**src/rtl/core/tqpt_pkg.sv**
```systemverilog
// tqpt_pkg: shared types and constants of the touch event queue and press tracker
// used by tqpt_csr, tqpt_ctrl, tqpt_dp and the top level; depends on nothing
package tqpt_pkg;

   // request opcodes
   localparam logic [1:0] OP_PUSH  = 2'd0;
   localparam logic [1:0] OP_TICK  = 2'd1;
   localparam logic [1:0] OP_READ  = 2'd2;
   localparam logic [1:0] OP_QUERY = 2'd3;

   // event kinds
   localparam logic [1:0] EV_DOWN   = 2'd0;
   localparam logic [1:0] EV_MOVE   = 2'd1;
   localparam logic [1:0] EV_UP     = 2'd2;
   localparam logic [1:0] EV_CANCEL = 2'd3;

   // register indexes
   localparam logic [2:0] CSR_HOLD   = 3'd0;
   localparam logic [2:0] CSR_STALE  = 3'd1;
   localparam logic [2:0] CSR_WIDTH  = 3'd2;
   localparam logic [2:0] CSR_HEIGHT = 3'd3;
   localparam logic [2:0] CSR_ROT    = 3'd4;
   localparam logic [2:0] CSR_LOCK   = 3'd5;

   // rotation codes
   localparam logic [1:0] ROT_0   = 2'd0;
   localparam logic [1:0] ROT_90  = 2'd1;
   localparam logic [1:0] ROT_180 = 2'd2;
   localparam logic [1:0] ROT_270 = 2'd3;

   localparam logic [12:0] FRAME_MAX = 13'd4096;
   localparam logic [16:0] IDLE_MAX  = 17'd131071;

   typedef struct packed {
      logic [1:0]         kind;
      logic signed [15:0] x;
      logic signed [15:0] y;
      logic [12:0]        w;
      logic [12:0]        h;
   } event_type;

   typedef struct packed {
      logic [15:0] hold_time_ms;
      logic [15:0] stale_time_ms;
      logic [12:0] frame_width;
      logic [12:0] frame_height;
      logic [1:0]  rotation_code;
      logic        geometry_locked;
   } cfg_type;

   // controller to datapath
   typedef struct packed {
      logic load;
      logic push;
      logic scan_step;
      logic evict;
      logic tick;
      logic pop;
      logic apply;
      logic check;
      logic outp;
      logic read_out;
   } cmd_type;

   // datapath to controller
   typedef struct packed {
      logic coalesce;
      logic full;
      logic empty;
      logic scan_done;
   } status_type;

   // frame size saturation: 0 reads as 1, above 4096 as 4096
   function automatic logic [12:0] sat_size(input logic [12:0] v);
      logic [12:0] r;
      r = v;
      if (v == 13'd0) r = 13'd1;
      else if (v > FRAME_MAX) r = FRAME_MAX;
      return r;
   endfunction

endpackage

```
**src/rtl/core/tqpt_csr.sv**
```systemverilog
// tqpt_csr: configuration registers of the press tracker
// depends on tqpt_pkg (cfg_type, register indexes)
module tqpt_csr (
   input  logic                 clock,
   input  logic                 reset,
   input  logic                 csr_write_en,
   input  logic [2:0]           csr_index,
   input  logic [15:0]          csr_write_data,
   output tqpt_pkg::cfg_type    cfg
);

   tqpt_pkg::cfg_type cfg_ff;

   // register writes
   always_ff @(posedge clock) begin
      if (reset) begin
         cfg_ff.hold_time_ms    <= 16'd250;
         cfg_ff.stale_time_ms   <= 16'd2000;
         cfg_ff.frame_width     <= 13'd640;
         cfg_ff.frame_height    <= 13'd360;
         cfg_ff.rotation_code   <= 2'd0;
         cfg_ff.geometry_locked <= 1'b0;
      end else if (csr_write_en) begin
         case (csr_index)
            tqpt_pkg::CSR_HOLD:   cfg_ff.hold_time_ms    <= csr_write_data;
            tqpt_pkg::CSR_STALE:  cfg_ff.stale_time_ms   <= csr_write_data;
            tqpt_pkg::CSR_WIDTH:  cfg_ff.frame_width     <= csr_write_data[12:0];
            tqpt_pkg::CSR_HEIGHT: cfg_ff.frame_height    <= csr_write_data[12:0];
            tqpt_pkg::CSR_ROT:    cfg_ff.rotation_code   <= csr_write_data[1:0];
            tqpt_pkg::CSR_LOCK:   cfg_ff.geometry_locked <= csr_write_data[0];
            default: ;
         endcase
      end
   end

   assign cfg = cfg_ff;

endmodule

```
**src/rtl/core/tqpt_ctrl.sv**
```systemverilog
// tqpt_ctrl: sequencer of the press tracker, one request at a time
// depends on tqpt_pkg (cmd_type, status_type, opcodes)
module tqpt_ctrl (
   input  logic                    clock,
   input  logic                    reset,
   input  logic                    start,
   input  logic [1:0]              req_opcode,
   input  tqpt_pkg::status_type    status,
   output tqpt_pkg::cmd_type       cmd,
   output logic                    busy,
   output logic                    rsp_valid
);

   localparam logic [3:0] ST_IDLE  = 4'd0;
   localparam logic [3:0] ST_PUSH  = 4'd1;
   localparam logic [3:0] ST_SCAN  = 4'd2;
   localparam logic [3:0] ST_EVICT = 4'd3;
   localparam logic [3:0] ST_TICK  = 4'd4;
   localparam logic [3:0] ST_POP   = 4'd5;
   localparam logic [3:0] ST_APPLY = 4'd6;
   localparam logic [3:0] ST_CHECK = 4'd7;
   localparam logic [3:0] ST_OUTP  = 4'd8;

   logic [3:0] state_ff, state_in;
   logic [1:0] op_ff, op_in;
   logic       rsp_valid_ff;

   // next state and commands
   always_comb begin
      state_in = state_ff;
      op_in    = op_ff;
      cmd      = '0;
      case (state_ff)
         ST_IDLE: begin
            if (start) begin
               cmd.load = 1'b1;
               op_in    = req_opcode;
               case (req_opcode)
                  tqpt_pkg::OP_PUSH: state_in = ST_PUSH;
                  tqpt_pkg::OP_TICK: state_in = ST_TICK;
                  default:           state_in = ST_POP;
               endcase
            end
         end
         ST_PUSH: begin
            if (status.full && !status.coalesce) begin
               state_in = ST_SCAN;
            end else begin
               cmd.push = 1'b1;
               state_in = ST_OUTP;
            end
         end
         ST_SCAN: begin
            if (status.scan_done) begin
               state_in = ST_EVICT;
            end else begin
               cmd.scan_step = 1'b1;
            end
         end
         ST_EVICT: begin
            cmd.evict = 1'b1;
            state_in  = ST_OUTP;
         end
         ST_TICK: begin
            cmd.tick = 1'b1;
            state_in = ST_OUTP;
         end
         ST_POP: begin
            if (status.empty) begin
               state_in = ST_CHECK;
            end else begin
               cmd.pop  = 1'b1;
               state_in = ST_APPLY;
            end
         end
         ST_APPLY: begin
            cmd.apply = 1'b1;
            // a query drains the whole queue
            state_in  = (op_ff == tqpt_pkg::OP_QUERY) ? ST_POP : ST_CHECK;
         end
         ST_CHECK: begin
            cmd.check = 1'b1;
            state_in  = ST_OUTP;
         end
         ST_OUTP: begin
            cmd.outp     = 1'b1;
            cmd.read_out = (op_ff == tqpt_pkg::OP_READ);
            state_in     = ST_IDLE;
         end
         default: state_in = ST_IDLE;
      endcase
   end

   // state registers
   always_ff @(posedge clock) begin
      if (reset) begin
         state_ff     <= ST_IDLE;
         op_ff        <= tqpt_pkg::OP_PUSH;
         rsp_valid_ff <= 1'b0;
      end else begin
         state_ff     <= state_in;
         op_ff        <= op_in;
         rsp_valid_ff <= (state_ff == ST_OUTP);
      end
   end

   assign busy      = (state_ff != ST_IDLE);
   assign rsp_valid = rsp_valid_ff;

endmodule

```
**src/rtl/core/tqpt_dp.sv**
```systemverilog
// tqpt_dp: event queue, press state, timers and point rotation
// depends on tqpt_pkg (event_type, cfg_type, cmd_type, status_type)
module tqpt_dp #(
   parameter int QUEUE_DEPTH = 16
) (
   input  logic                    clock,
   input  logic                    reset,
   input  tqpt_pkg::cmd_type       cmd,
   input  tqpt_pkg::cfg_type       cfg,
   input  logic [1:0]              req_event_kind,
   input  logic signed [15:0]      req_pos_x,
   input  logic signed [15:0]      req_pos_y,
   input  logic [12:0]             req_size_w,
   input  logic [12:0]             req_size_h,
   output tqpt_pkg::status_type    status,
   output logic                    rsp_is_down,
   output logic                    rsp_point_valid,
   output logic [11:0]             rsp_out_x,
   output logic [11:0]             rsp_out_y,
   output logic [4:0]              rsp_queue_fill
);

   localparam int IDX_W  = $clog2(QUEUE_DEPTH);
   localparam int FILL_W = $clog2(QUEUE_DEPTH + 1);

   tqpt_pkg::event_type store_ff [QUEUE_DEPTH];
   logic                mv_ff    [QUEUE_DEPTH];
   tqpt_pkg::event_type ev_ff;
   tqpt_pkg::event_type head_ff;
   logic [FILL_W-1:0]   fill_ff;
   logic [IDX_W-1:0]    scan_ff;
   logic                down_ff, rel_ff, havept_ff;
   logic [11:0]         cur_x_ff, cur_y_ff;
   logic [16:0]         idle_ff;
   logic [12:0]         lw_ff, lh_ff;
   logic                is_down_ff, pvalid_ff;
   logic [11:0]         out_x_ff, out_y_ff;
   logic [4:0]          qfill_ff;

   logic [IDX_W-1:0]    tail_idx, app_idx, evict_pos;
   logic [FILL_W-1:0]   fill_m1;
   logic                full, scan_hit, scan_last;
   logic [12:0]         eff_w, eff_h;
   logic [11:0]         wm1, hm1;
   logic [15:0]         hold;
   logic [11:0]         rot_x, rot_y;
   logic [FILL_W+4:0]   fill_ext;

   function automatic logic [11:0] clamp_pt(input logic signed [15:0] v,
                                            input logic [11:0] hi);
      logic [11:0] r;
      r = v[11:0];
      if (v < 16'sd0) r = 12'd0;
      else if (v[14:0] > {3'b000, hi}) r = hi;
      return r;
   endfunction

   // hi - c floored at zero
   function automatic logic [11:0] flip(input logic [11:0] hi, input logic [11:0] c);
      return (c > hi) ? 12'd0 : 12'(hi - c);
   endfunction

   function automatic logic [11:0] min12(input logic [11:0] a, input logic [11:0] b);
      return (a > b) ? b : a;
   endfunction

   // queue status
   assign fill_m1   = fill_ff - FILL_W'(1);
   assign tail_idx  = fill_m1[IDX_W-1:0];
   assign app_idx   = fill_ff[IDX_W-1:0];
   assign full      = (fill_ff == FILL_W'(QUEUE_DEPTH));
   assign scan_hit  = mv_ff[scan_ff];
   assign scan_last = (scan_ff == IDX_W'(QUEUE_DEPTH - 1));
   assign evict_pos = scan_hit ? scan_ff : '0;

   assign status.coalesce  = (ev_ff.kind == tqpt_pkg::EV_MOVE) && (fill_ff != '0)
                             && mv_ff[tail_idx];
   assign status.full      = full;
   assign status.empty     = (fill_ff == '0);
   assign status.scan_done = scan_hit || scan_last;

   // frame in use
   always_comb begin
      if (!cfg.geometry_locked && lw_ff != 13'd0 && lh_ff != 13'd0) begin
         eff_w = lw_ff;
         eff_h = lh_ff;
      end else begin
         eff_w = tqpt_pkg::sat_size(cfg.frame_width);
         eff_h = tqpt_pkg::sat_size(cfg.frame_height);
      end
   end
   assign wm1  = 12'(eff_w - 13'd1);
   assign hm1  = 12'(eff_h - 13'd1);
   assign hold = (cfg.hold_time_ms == 16'd0) ? 16'd1 : cfg.hold_time_ms;

   // rotated point
   always_comb begin
      case (cfg.rotation_code)
         tqpt_pkg::ROT_90: begin
            rot_x = min12(cur_y_ff, hm1);
            rot_y = flip(wm1, cur_x_ff);
         end
         tqpt_pkg::ROT_180: begin
            rot_x = flip(wm1, cur_x_ff);
            rot_y = flip(hm1, cur_y_ff);
         end
         tqpt_pkg::ROT_270: begin
            rot_x = flip(hm1, cur_y_ff);
            rot_y = min12(cur_x_ff, wm1);
         end
         default: begin
            rot_x = cur_x_ff;
            rot_y = cur_y_ff;
         end
      endcase
   end

   // request capture and queue storage: coalesce, append, evict and pop shift
   always_ff @(posedge clock) begin
      if (cmd.load) begin
         ev_ff.kind <= req_event_kind;
         ev_ff.x    <= req_pos_x;
         ev_ff.y    <= req_pos_y;
         ev_ff.w    <= req_size_w;
         ev_ff.h    <= req_size_h;
      end
      if (cmd.push && status.coalesce) begin
         store_ff[tail_idx] <= ev_ff;
         mv_ff[tail_idx]    <= 1'b1;
      end else if (cmd.push) begin
         store_ff[app_idx] <= ev_ff;
         mv_ff[app_idx]    <= (ev_ff.kind == tqpt_pkg::EV_MOVE);
      end else if (cmd.evict) begin
         for (int i = 0; i < QUEUE_DEPTH - 1; i++) begin
            if (i >= int'(evict_pos)) begin
               store_ff[i] <= store_ff[i+1];
               mv_ff[i]    <= mv_ff[i+1];
            end
         end
         store_ff[QUEUE_DEPTH-1] <= ev_ff;
         mv_ff[QUEUE_DEPTH-1]    <= (ev_ff.kind == tqpt_pkg::EV_MOVE);
      end else if (cmd.pop) begin
         for (int i = 0; i < QUEUE_DEPTH - 1; i++) begin
            store_ff[i] <= store_ff[i+1];
            mv_ff[i]    <= mv_ff[i+1];
         end
      end
      if (cmd.pop) begin
         head_ff <= store_ff[0];
      end
      // result fields
      if (cmd.outp) begin
         is_down_ff <= down_ff;
         pvalid_ff  <= cmd.read_out && down_ff && havept_ff;
         out_x_ff   <= (cmd.read_out && down_ff && havept_ff) ? rot_x : 12'd0;
         out_y_ff   <= (cmd.read_out && down_ff && havept_ff) ? rot_y : 12'd0;
         qfill_ff   <= fill_ext[4:0];
      end
   end

   assign fill_ext = {5'b00000, fill_ff};

   // control state: fill, scan, press, timers, learned frame
   always_ff @(posedge clock) begin
      if (reset) begin
         fill_ff   <= '0;
         scan_ff   <= '0;
         down_ff   <= 1'b0;
         rel_ff    <= 1'b0;
         havept_ff <= 1'b0;
         cur_x_ff  <= 12'd0;
         cur_y_ff  <= 12'd0;
         idle_ff   <= 17'd0;
         lw_ff     <= 13'd0;
         lh_ff     <= 13'd0;
      end else begin
         if (cmd.load) scan_ff <= '0;
         if (cmd.scan_step) scan_ff <= scan_ff + IDX_W'(1);
         if (cmd.push && !status.coalesce) fill_ff <= fill_ff + FILL_W'(1);
         if (cmd.pop) begin
            fill_ff <= fill_m1;
            if (!cfg.geometry_locked && store_ff[0].w != 13'd0 && store_ff[0].h != 13'd0) begin
               lw_ff <= tqpt_pkg::sat_size(store_ff[0].w);
               lh_ff <= tqpt_pkg::sat_size(store_ff[0].h);
            end
         end
         if (cmd.tick && idle_ff != tqpt_pkg::IDLE_MAX) idle_ff <= idle_ff + 17'd1;
         if (cmd.apply) begin
            cur_x_ff  <= clamp_pt(head_ff.x, wm1);
            cur_y_ff  <= clamp_pt(head_ff.y, hm1);
            havept_ff <= 1'b1;
            idle_ff   <= 17'd0;
            down_ff   <= (head_ff.kind != tqpt_pkg::EV_CANCEL);
            rel_ff    <= (head_ff.kind == tqpt_pkg::EV_UP);
         end
         if (cmd.check) begin
            if (rel_ff && idle_ff >= {1'b0, hold}) begin
               down_ff <= 1'b0;
               rel_ff  <= 1'b0;
            end else if (down_ff && !rel_ff && cfg.stale_time_ms != 16'd0
                         && idle_ff > {1'b0, cfg.stale_time_ms}) begin
               down_ff <= 1'b0;
            end
         end
      end
   end

   assign rsp_is_down     = is_down_ff;
   assign rsp_point_valid = pvalid_ff;
   assign rsp_out_x       = out_x_ff;
   assign rsp_out_y       = out_y_ff;
   assign rsp_queue_fill  = qfill_ff;

endmodule

```
**src/rtl/core/touch_event_queue_press_tracker.sv**
```systemverilog
// touch_event_queue_press_tracker: top level of the touch press tracker
// depends on tqpt_pkg, tqpt_csr, tqpt_ctrl and tqpt_dp

// A request is taken when start is high and busy is low; exactly one result
// follows, shown for one cycle with rsp_valid, and it cannot be held off.
// A tick passes TICK then OUTP, a push PUSH then OUTP; on a full queue with no
// coalesce, SCAN first walks to the first queued move (to the last slot when no
// move is queued; the scan walks one slot a cycle), then EVICT drops it, or the
// oldest event if no move is queued, and appends. A read passes POP, APPLY
// unless the queue is empty, CHECK and OUTP; a query applies each queued event
// in turn (pop, then clamp and press update). Busy falls as the result appears.
module touch_event_queue_press_tracker #(
   parameter int QUEUE_DEPTH = 16
) (
   input  logic               clock,
   input  logic               reset,
   input  logic               start,
   output logic               busy,
   input  logic [1:0]         req_opcode,
   input  logic [1:0]         req_event_kind,
   input  logic signed [15:0] req_pos_x,
   input  logic signed [15:0] req_pos_y,
   input  logic [12:0]        req_size_w,
   input  logic [12:0]        req_size_h,
   output logic               rsp_valid,
   output logic               rsp_is_down,
   output logic               rsp_point_valid,
   output logic [11:0]        rsp_out_x,
   output logic [11:0]        rsp_out_y,
   output logic [4:0]         rsp_queue_fill,
   input  logic               csr_write_en,
   input  logic [2:0]         csr_index,
   input  logic [15:0]        csr_write_data
);

   tqpt_pkg::cfg_type    cfg;
   tqpt_pkg::cmd_type    cmd;
   tqpt_pkg::status_type status;

   // configuration registers
   tqpt_csr u_csr (
      .clock          (clock),
      .reset          (reset),
      .csr_write_en   (csr_write_en),
      .csr_index      (csr_index),
      .csr_write_data (csr_write_data),
      .cfg            (cfg)
   );

   // sequencer
   tqpt_ctrl u_ctrl (
      .clock      (clock),
      .reset      (reset),
      .start      (start),
      .req_opcode (req_opcode),
      .status     (status),
      .cmd        (cmd),
      .busy       (busy),
      .rsp_valid  (rsp_valid)
   );

   // queue and press datapath
   tqpt_dp #(
      .QUEUE_DEPTH (QUEUE_DEPTH)
   ) u_dp (
      .clock           (clock),
      .reset           (reset),
      .cmd             (cmd),
      .cfg             (cfg),
      .req_event_kind  (req_event_kind),
      .req_pos_x       (req_pos_x),
      .req_pos_y       (req_pos_y),
      .req_size_w      (req_size_w),
      .req_size_h      (req_size_h),
      .status          (status),
      .rsp_is_down     (rsp_is_down),
      .rsp_point_valid (rsp_point_valid),
      .rsp_out_x       (rsp_out_x),
      .rsp_out_y       (rsp_out_y),
      .rsp_queue_fill  (rsp_queue_fill)
   );

`ifndef SYNTHESIS
   // a result only appears once the sequencer is back at rest
   a_rsp_idle: assert property (@(posedge clock) disable iff (reset)
      rsp_valid |-> !busy) else $error("result while busy");

   // a valid point is only reported while pressed
   a_pt_down: assert property (@(posedge clock) disable iff (reset)
      (rsp_valid && rsp_point_valid) |-> rsp_is_down) else $error("point without press");

   // every accepted request occupies the sequencer
   a_accept_busy: assert property (@(posedge clock) disable iff (reset)
      (start && !busy) |=> busy) else $error("request not taken");

   // the datapath never appends to a full queue
   a_no_overfill: assert property (@(posedge clock) disable iff (reset)
      (cmd.push && status.full) |-> status.coalesce) else $error("append to full queue");
`endif

endmodule
```
**config.mk**
```make
export PLATFORM = sky130hd
export DESIGN_NAME = touch_event_queue_press_tracker
export DESIGN_NICKNAME = d
export VERILOG_FILES = /design/src/rtl/core/tqpt_pkg.sv /design/src/rtl/core/tqpt_csr.sv /design/src/rtl/core/tqpt_ctrl.sv /design/src/rtl/core/tqpt_dp.sv /design/src/rtl/core/touch_event_queue_press_tracker.sv
export SDC_FILE = /design/constraint.sdc
export NUM_CORES = 2
export LEC_CHECK = 0
export BUFFER_PORTS_ARGS = -buffer_cell sky130_fd_sc_hd__buf_2
export CAP_MARGIN = 40
export CORE_ASPECT_RATIO = 1.4
export CORE_MARGIN = 2
export CORE_UTILIZATION = 68
export CTS_CLUSTER_DIAMETER = 120
export CTS_CLUSTER_SIZE = 30
export DETAILED_ROUTE_END_ITERATION = 8
export GPL_TIMING_DRIVEN = 0
export PLACE_DENSITY = 0.85
export REMOVE_ABC_BUFFERS = 1
export SLEW_MARGIN = 30
export SYNTH_ARGS = -nofsm -noshare
export SYNTH_HDL_FRONTEND = slang
export SYNTH_HIERARCHICAL = 1
export SYNTH_SLANG_ARGS = --single-unit
```
**constraint.sdc**
```tcl
create_clock -name clock -period 17 [get_ports clock]
set_input_delay 2.55 -clock clock [delete_from_list [all_inputs] [get_ports clock]]
set_output_delay 2.55 -clock clock [all_outputs]
set_load 0.05 [all_outputs]
```
==> impl_results.html <==
<table>
<tr><th>Metric</th><th>Value</th></tr>
<tr><th colspan="2">Timing</th></tr>
<tr><td>Max-slew violation count</td><td>0</td></tr>
<tr><td>Timing-limited maximum frequency</td><td>~0.15 GHz</td></tr>
<tr><td>Transition time of the tightest slew-check pin</td><td>~1100 ps</td></tr>
<tr><td>Final worst path period share</td><td>0.400</td></tr>
<tr><td>Relative slew slack</td><td>0.276</td></tr>
<tr><td>Setup Skew</td><td>slightly above 30 ps</td></tr>
<tr><td>Finish-stage setup viols</td><td>0</td></tr>
<tr><td>Post-route worst hold slack</td><td>between 400 and 500 ps</td></tr>
<tr><td>Setup repair after global routing missed its margin</td><td>no</td></tr>
<tr><td>Shortest clock period the worst path allows after layout</td><td>~6800 ps</td></tr>
<tr><td>Total negative slack for setup checks</td><td>0 ps</td></tr>
<tr><td>Final hold violation count</td><td>0</td></tr>
<tr><th colspan="2">Global route</th></tr>
<tr><td>Number of antenna violations at the first check in global routing</td><td>0</td></tr>
<tr><td>Largest net degree at the start of global routing</td><td>between 100 and 150</td></tr>
<tr><td>Number of global-route vias before repair</td><td>30.4k</td></tr>
<tr><td>Global-route wire length before repair</td><td>between 150,000 and 200,000 um</td></tr>
<tr><td>Total grt overflow</td><td>0</td></tr>
<tr><td>Total routing resource utilization after global routing</td><td>0.268</td></tr>
<tr><th colspan="2">Critical path</th></tr>
<tr><td>Kind of end point of the critical path</td><td>flip-flop</td></tr>
<tr><td>Critical path arrival</td><td>7260 ps</td></tr>
<tr><td>Internal reg-to-reg setup slack</td><td>slightly above 10,000 ps</td></tr>
<tr><td>Crit path max fanout</td><td>30</td></tr>
<tr><td>Type of the worst setup path</td><td>flip-flop to flip-flop</td></tr>
<tr><td>Worst R2R Path Depth</td><td>21</td></tr>
<tr><td>Origin of the critical flop-to-flop path</td><td>u_dp/lw_ff[0]$_SDFFE_PP0P_</td></tr>
<tr><td>Destination of the worst register-to-register timing path</td><td>u_dp/rsp_out_y[6]$_SDFFCE_PN0P_</td></tr>
<tr><td>Worst Path Required</td><td>around 17,000 ps</td></tr>
<tr><td>Kind of start point of the critical path</td><td>flip-flop</td></tr>
<tr><th colspan="2">Clock tree</th></tr>
<tr><td>Later-pin clock latency in the skew report</td><td>between 600 and 700 ps</td></tr>
<tr><td>Post-cts repair resize count</td><td>0</td></tr>
<tr><td>Clk sinks</td><td>roughly 1.3k</td></tr>
<tr><td>Number of buffers created by CTS</td><td>between 40 and 50</td></tr>
<tr><td>Post-CTS Repair Setup Buffers</td><td>0</td></tr>
<tr><td>Number of levels the H-tree was split into</td><td>2</td></tr>
<tr><td>Number of buffers between clock root and the deepest sink</td><td>3</td></tr>
<tr><td>Clock tree from TritonCTS</td><td>built</td></tr>
<tr><td>Number of buffers inserted by hold repair at cts</td><td>0</td></tr>
<tr><td>Root Buffer</td><td>clkbuf_16</td></tr>
<tr><td>Clock slew at the register clock pins of the worst setup and hold paths</td><td>approximately 120 ps</td></tr>
<tr><th colspan="2">Synth</th></tr>
<tr><td>Post-Synthesis Mean Instance Area</td><td>approximately 15 um^2</td></tr>
<tr><td>Cells after synthesis</td><td>3,661</td></tr>
<tr><td>Leading cell type by number of instances after synthesis</td><td>edfxtp_1</td></tr>
<tr><td>Yosys warnings</td><td>6</td></tr>
<tr><td>Top cells by area in the synthesized netlist</td><td>edfxtp_1 (59%), mux2_2 (17%), dfxtp_1 (5.4%)</td></tr>
<tr><td>Sequential-to-total area share from yosys stat</td><td>0.645</td></tr>
<tr><td>EDFF count, synth</td><td>approximately 1.1k</td></tr>
<tr><td>Yosys reg bits</td><td>between 1k and 1.5k</td></tr>
<tr><td>Most used DFF post-synth</td><td>edfxtp_1</td></tr>
<tr><td>Async set-or-reset flop fraction in the synthesized netlist</td><td>0</td></tr>
<tr><td>Leading cell types by count after synthesis</td><td>edfxtp_1 (1,101), mux2_2 (822), clkbuf_1 (165)</td></tr>
<tr><td>Leading area contributor after synthesis</td><td>edfxtp_1</td></tr>
<tr><td>Count of different cell masters after synthesis</td><td>93</td></tr>
<tr><td>Fraction of synthesized cell area taken by the top area cell type</td><td>0.591</td></tr>
<tr><td>Cell Area, Synth</td><td>0.0560 mm^2</td></tr>
<tr><th colspan="2">Detailed routing</th></tr>
<tr><td>Routed vias/inst</td><td>6.30</td></tr>
<tr><td>First-pass iteration count of the detailed router</td><td>5</td></tr>
<tr><td>Routed wirelength normalized by instance count</td><td>approximately 23 um</td></tr>
<tr><td>Total wirelength of the detailed-routed design</td><td>113,000 um</td></tr>
<tr><td>DRC violation count after routing</td><td>0</td></tr>
<tr><td>Number of DRC markers after the initial detailed-route iteration</td><td>between 2k and 2.5k</td></tr>
<tr><td>Via count of the routed design</td><td>between 30k and 40k</td></tr>
<tr><td>Antenna-violating nets left</td><td>0</td></tr>
<tr><th colspan="2">Floorplanning</th></tr>
<tr><td>Full die area</td><td>approximately 0.085 mm^2</td></tr>
<tr><td>Count of pins on the block boundary</td><td>between 100 and 150</td></tr>
<tr><td>Die Y</td><td>around 340 um</td></tr>
<tr><td>Core region area</td><td>0.0816 mm^2</td></tr>
<tr><td>Number of cell rows</td><td>about 120</td></tr>
<tr><td>Die W</td><td>around 250 um</td></tr>
<tr><td>Initial cell density of the core</td><td>0.686</td></tr>
<tr><th colspan="2">Min path</th></tr>
<tr><td>Class of the worst hold path</td><td>flip-flop to flip-flop</td></tr>
<tr><td>End of the worst hold path</td><td>u_dp/head_ff[55]$_DFFE_PP_</td></tr>
<tr><td>Instance count along the most critical hold path</td><td>0</td></tr>
<tr><td>Launch point of the worst hold path</td><td>u_dp/store_ff[0][55]$_DFFE_PP_</td></tr>
<tr><th colspan="2">Place</th></tr>
<tr><td>DP Area</td><td>roughly 0.06 mm^2</td></tr>
<tr><td>Count of buffers inserted at the top-level ports</td><td>117</td></tr>
<tr><td>HPWL reported at the end of detailed placement</td><td>about 80,000 um</td></tr>
<tr><td>Gp weighted congestion</td><td>0.916</td></tr>
<tr><th colspan="2">Layout</th></tr>
<tr><td>Post-Route Utilization</td><td>0.750</td></tr>
<tr><td>Synth-to-layout area growth</td><td>9.27%</td></tr>
<tr><td>Fin nets</td><td>slightly below 4k</td></tr>
<tr><td>Inserted Diodes</td><td>0</td></tr>
<tr><td>Final instance area</td><td>a little over 0.06 mm^2</td></tr>
<tr><td>Layout cell share with drive strength beyond 1</td><td>0.336</td></tr>
<tr><th colspan="2">Power and ir drop</th></tr>
<tr><td>Pleak</td><td>~21 nW</td></tr>
<tr><td>Switching portion of total power</td><td>0.239</td></tr>
<tr><td>Clk network pwr share</td><td>0.230</td></tr>
<tr><td>Portion of total power attributed to sequential cells</td><td>0.624</td></tr>
<tr><td>Share of power burned in combinational logic</td><td>0.146</td></tr>
<tr><td>Sw power</td><td>0.00144 W</td></tr>
<tr><td>Maximum VDD drop</td><td>~110 uV</td></tr>
<tr><td>Power Density</td><td>between 90 and 100 mW/mm^2</td></tr>
<tr><td>Internal power component</td><td>between 0.004 and 0.005 W</td></tr>
<tr><td>Total Power Consumption</td><td>approximately 0.0060 W</td></tr>
<tr><th colspan="2">Run status</th></tr>
<tr><td>Result of the run</td><td>finished, final reports clean</td></tr>
<tr><th colspan="2">Flow run</th></tr>
<tr><td>Max Cap Viol</td><td>0</td></tr>
</table>
layer usage:
metal	up-vias	share of wire	global-route usage
met5	-	0	0
met4	0	0.060	0.140
met3	277	0.044	0.0283
met2	851	0.51	0.469
met1	15300	0.39	0.329
li1	13900	-	-
how the worst max path moves through the flow:
| stage | endpoint | depth (start not counted) | slack [ps] | start |
|---|---|---|---|---|
| 6_report | u_dp/rsp_out_y[6]$_SDFFCE_PN0P_ | 21 | 10210 | u_dp/lw_ff[0]$_SDFFE_PP0P_ |
| 3_3_place_gp | u_dp/store_ff[14][36]$_DFFE_PP_ | 14 | -13070 | u_dp/fill_ff[0]$_SDFFE_PP0P_ |
| 2_1_floorplan | u_dp/mv_ff[8]$_DFFE_PP_ | 14 | 560 | u_dp/fill_ff[0]$_SDFFE_PP0P_ |
| 3_5_place_dp | u_dp/rsp_out_y[6]$_SDFFCE_PN0P_ | 20 | 10170 | u_dp/lh_ff[7]$_SDFFE_PP0P_ |
| 4_1_cts | u_dp/rsp_out_y[6]$_SDFFCE_PN0P_ | 20 | 10130 | u_dp/lh_ff[2]$_SDFFE_PP0P_ |
| 5_1_grt | u_dp/rsp_out_y[6]$_SDFFCE_PN0P_ | 21 | 9740 | u_dp/lh_ff[2]$_SDFFE_PP0P_ |
worst max-delay path, cell delays in order (launching register included):
cell and delay (ps):
dfxtp_1 360, or4_4 570, or3_1 380, o21a_2 370, buf_16 220, nor2_1 270, a22oi_1 310, ha_1 360
o21ai_0 180, nor2_1 100, mux2_4 300, a311o_1 500, ha_1 510, o21ai_0 130, a21oi_1 210, a41oi_1 250
o21a_1 470, nor2_1 400, nand2_1 160, o21ai_0 140, o22ai_1 120, nor3_1 290
area by class of cell:
class | count | area, um^2
inverter | 102 | 385
sequential | 1252 | 36100
tap | 1071 | 1340
multi-input combinational | 2067 | 18800
clock buffer | 65 | 1260
fill | 4745 | 20400
clock inverter | 3 | 33.8
timing repair buffer | 244 | 3240
cells in the final DEF, fill, tap and decap left out, types with 71 or more instances in the layout:
| master | n |
|---|---|
| edfxtp_1 | 1101 |
| nor2_1 | 156 |
| nand2b_1 | 71 |
| inv_1 | 97 |
| mux2_2 | 822 |
| dfxtp_1 | 149 |
| buf_16 | 74 |
| buf_2 | 124 |
| ha_1 | 86 |
| nand2_1 | 79 |
| a21oi_1 | 103 |
| mux2i_1 | 96 |
cells by family after synthesis:
family,after synthesis,synth area share
buf+inv,342,0.0264
mux,1008,0.206
compound gates,378,0.0426
flops,1252,0.645
xor+xnor,55,0.00874
fa+ha+maj,88,0.0199
simple gates,538,0.0513
power by group through the flow:
stage	Clock (W)	Sequential (W)	Combinational [W]
CTS	0.00143	0.00376	0.000879
detailed placement	0	0.00383	0.000868
global route	0.00151	0.00379	0.000946
finish	0.00139	0.00377	0.000879
floorplan	0	0.00381	0.000585
global placement	0	0.00385	0.000758
sequential cells by signal, indices dropped and copies added, names as in the netlist, 13 cells and up, named ones only:
name / cells
u_csr/cfg: 61
u_dp/ev_ff: 60
u_dp/head_ff: 34
u_dp/idle_ff: 17
u_dp/lh_ff: 13
u_dp/lw_ff: 13
u_dp/mv_ff: 16
u_dp/store_ff: 960
metrics by stage:
step                worst slack (ps)  cells
global route                    9740   4804
finish                         10210   4804
CTS                            10130   4800
floorplan                        558   3421
detailed placement             10170   4732
global placement              -13070   4609
Note: power is estimated with default switching activity, not from simulation.
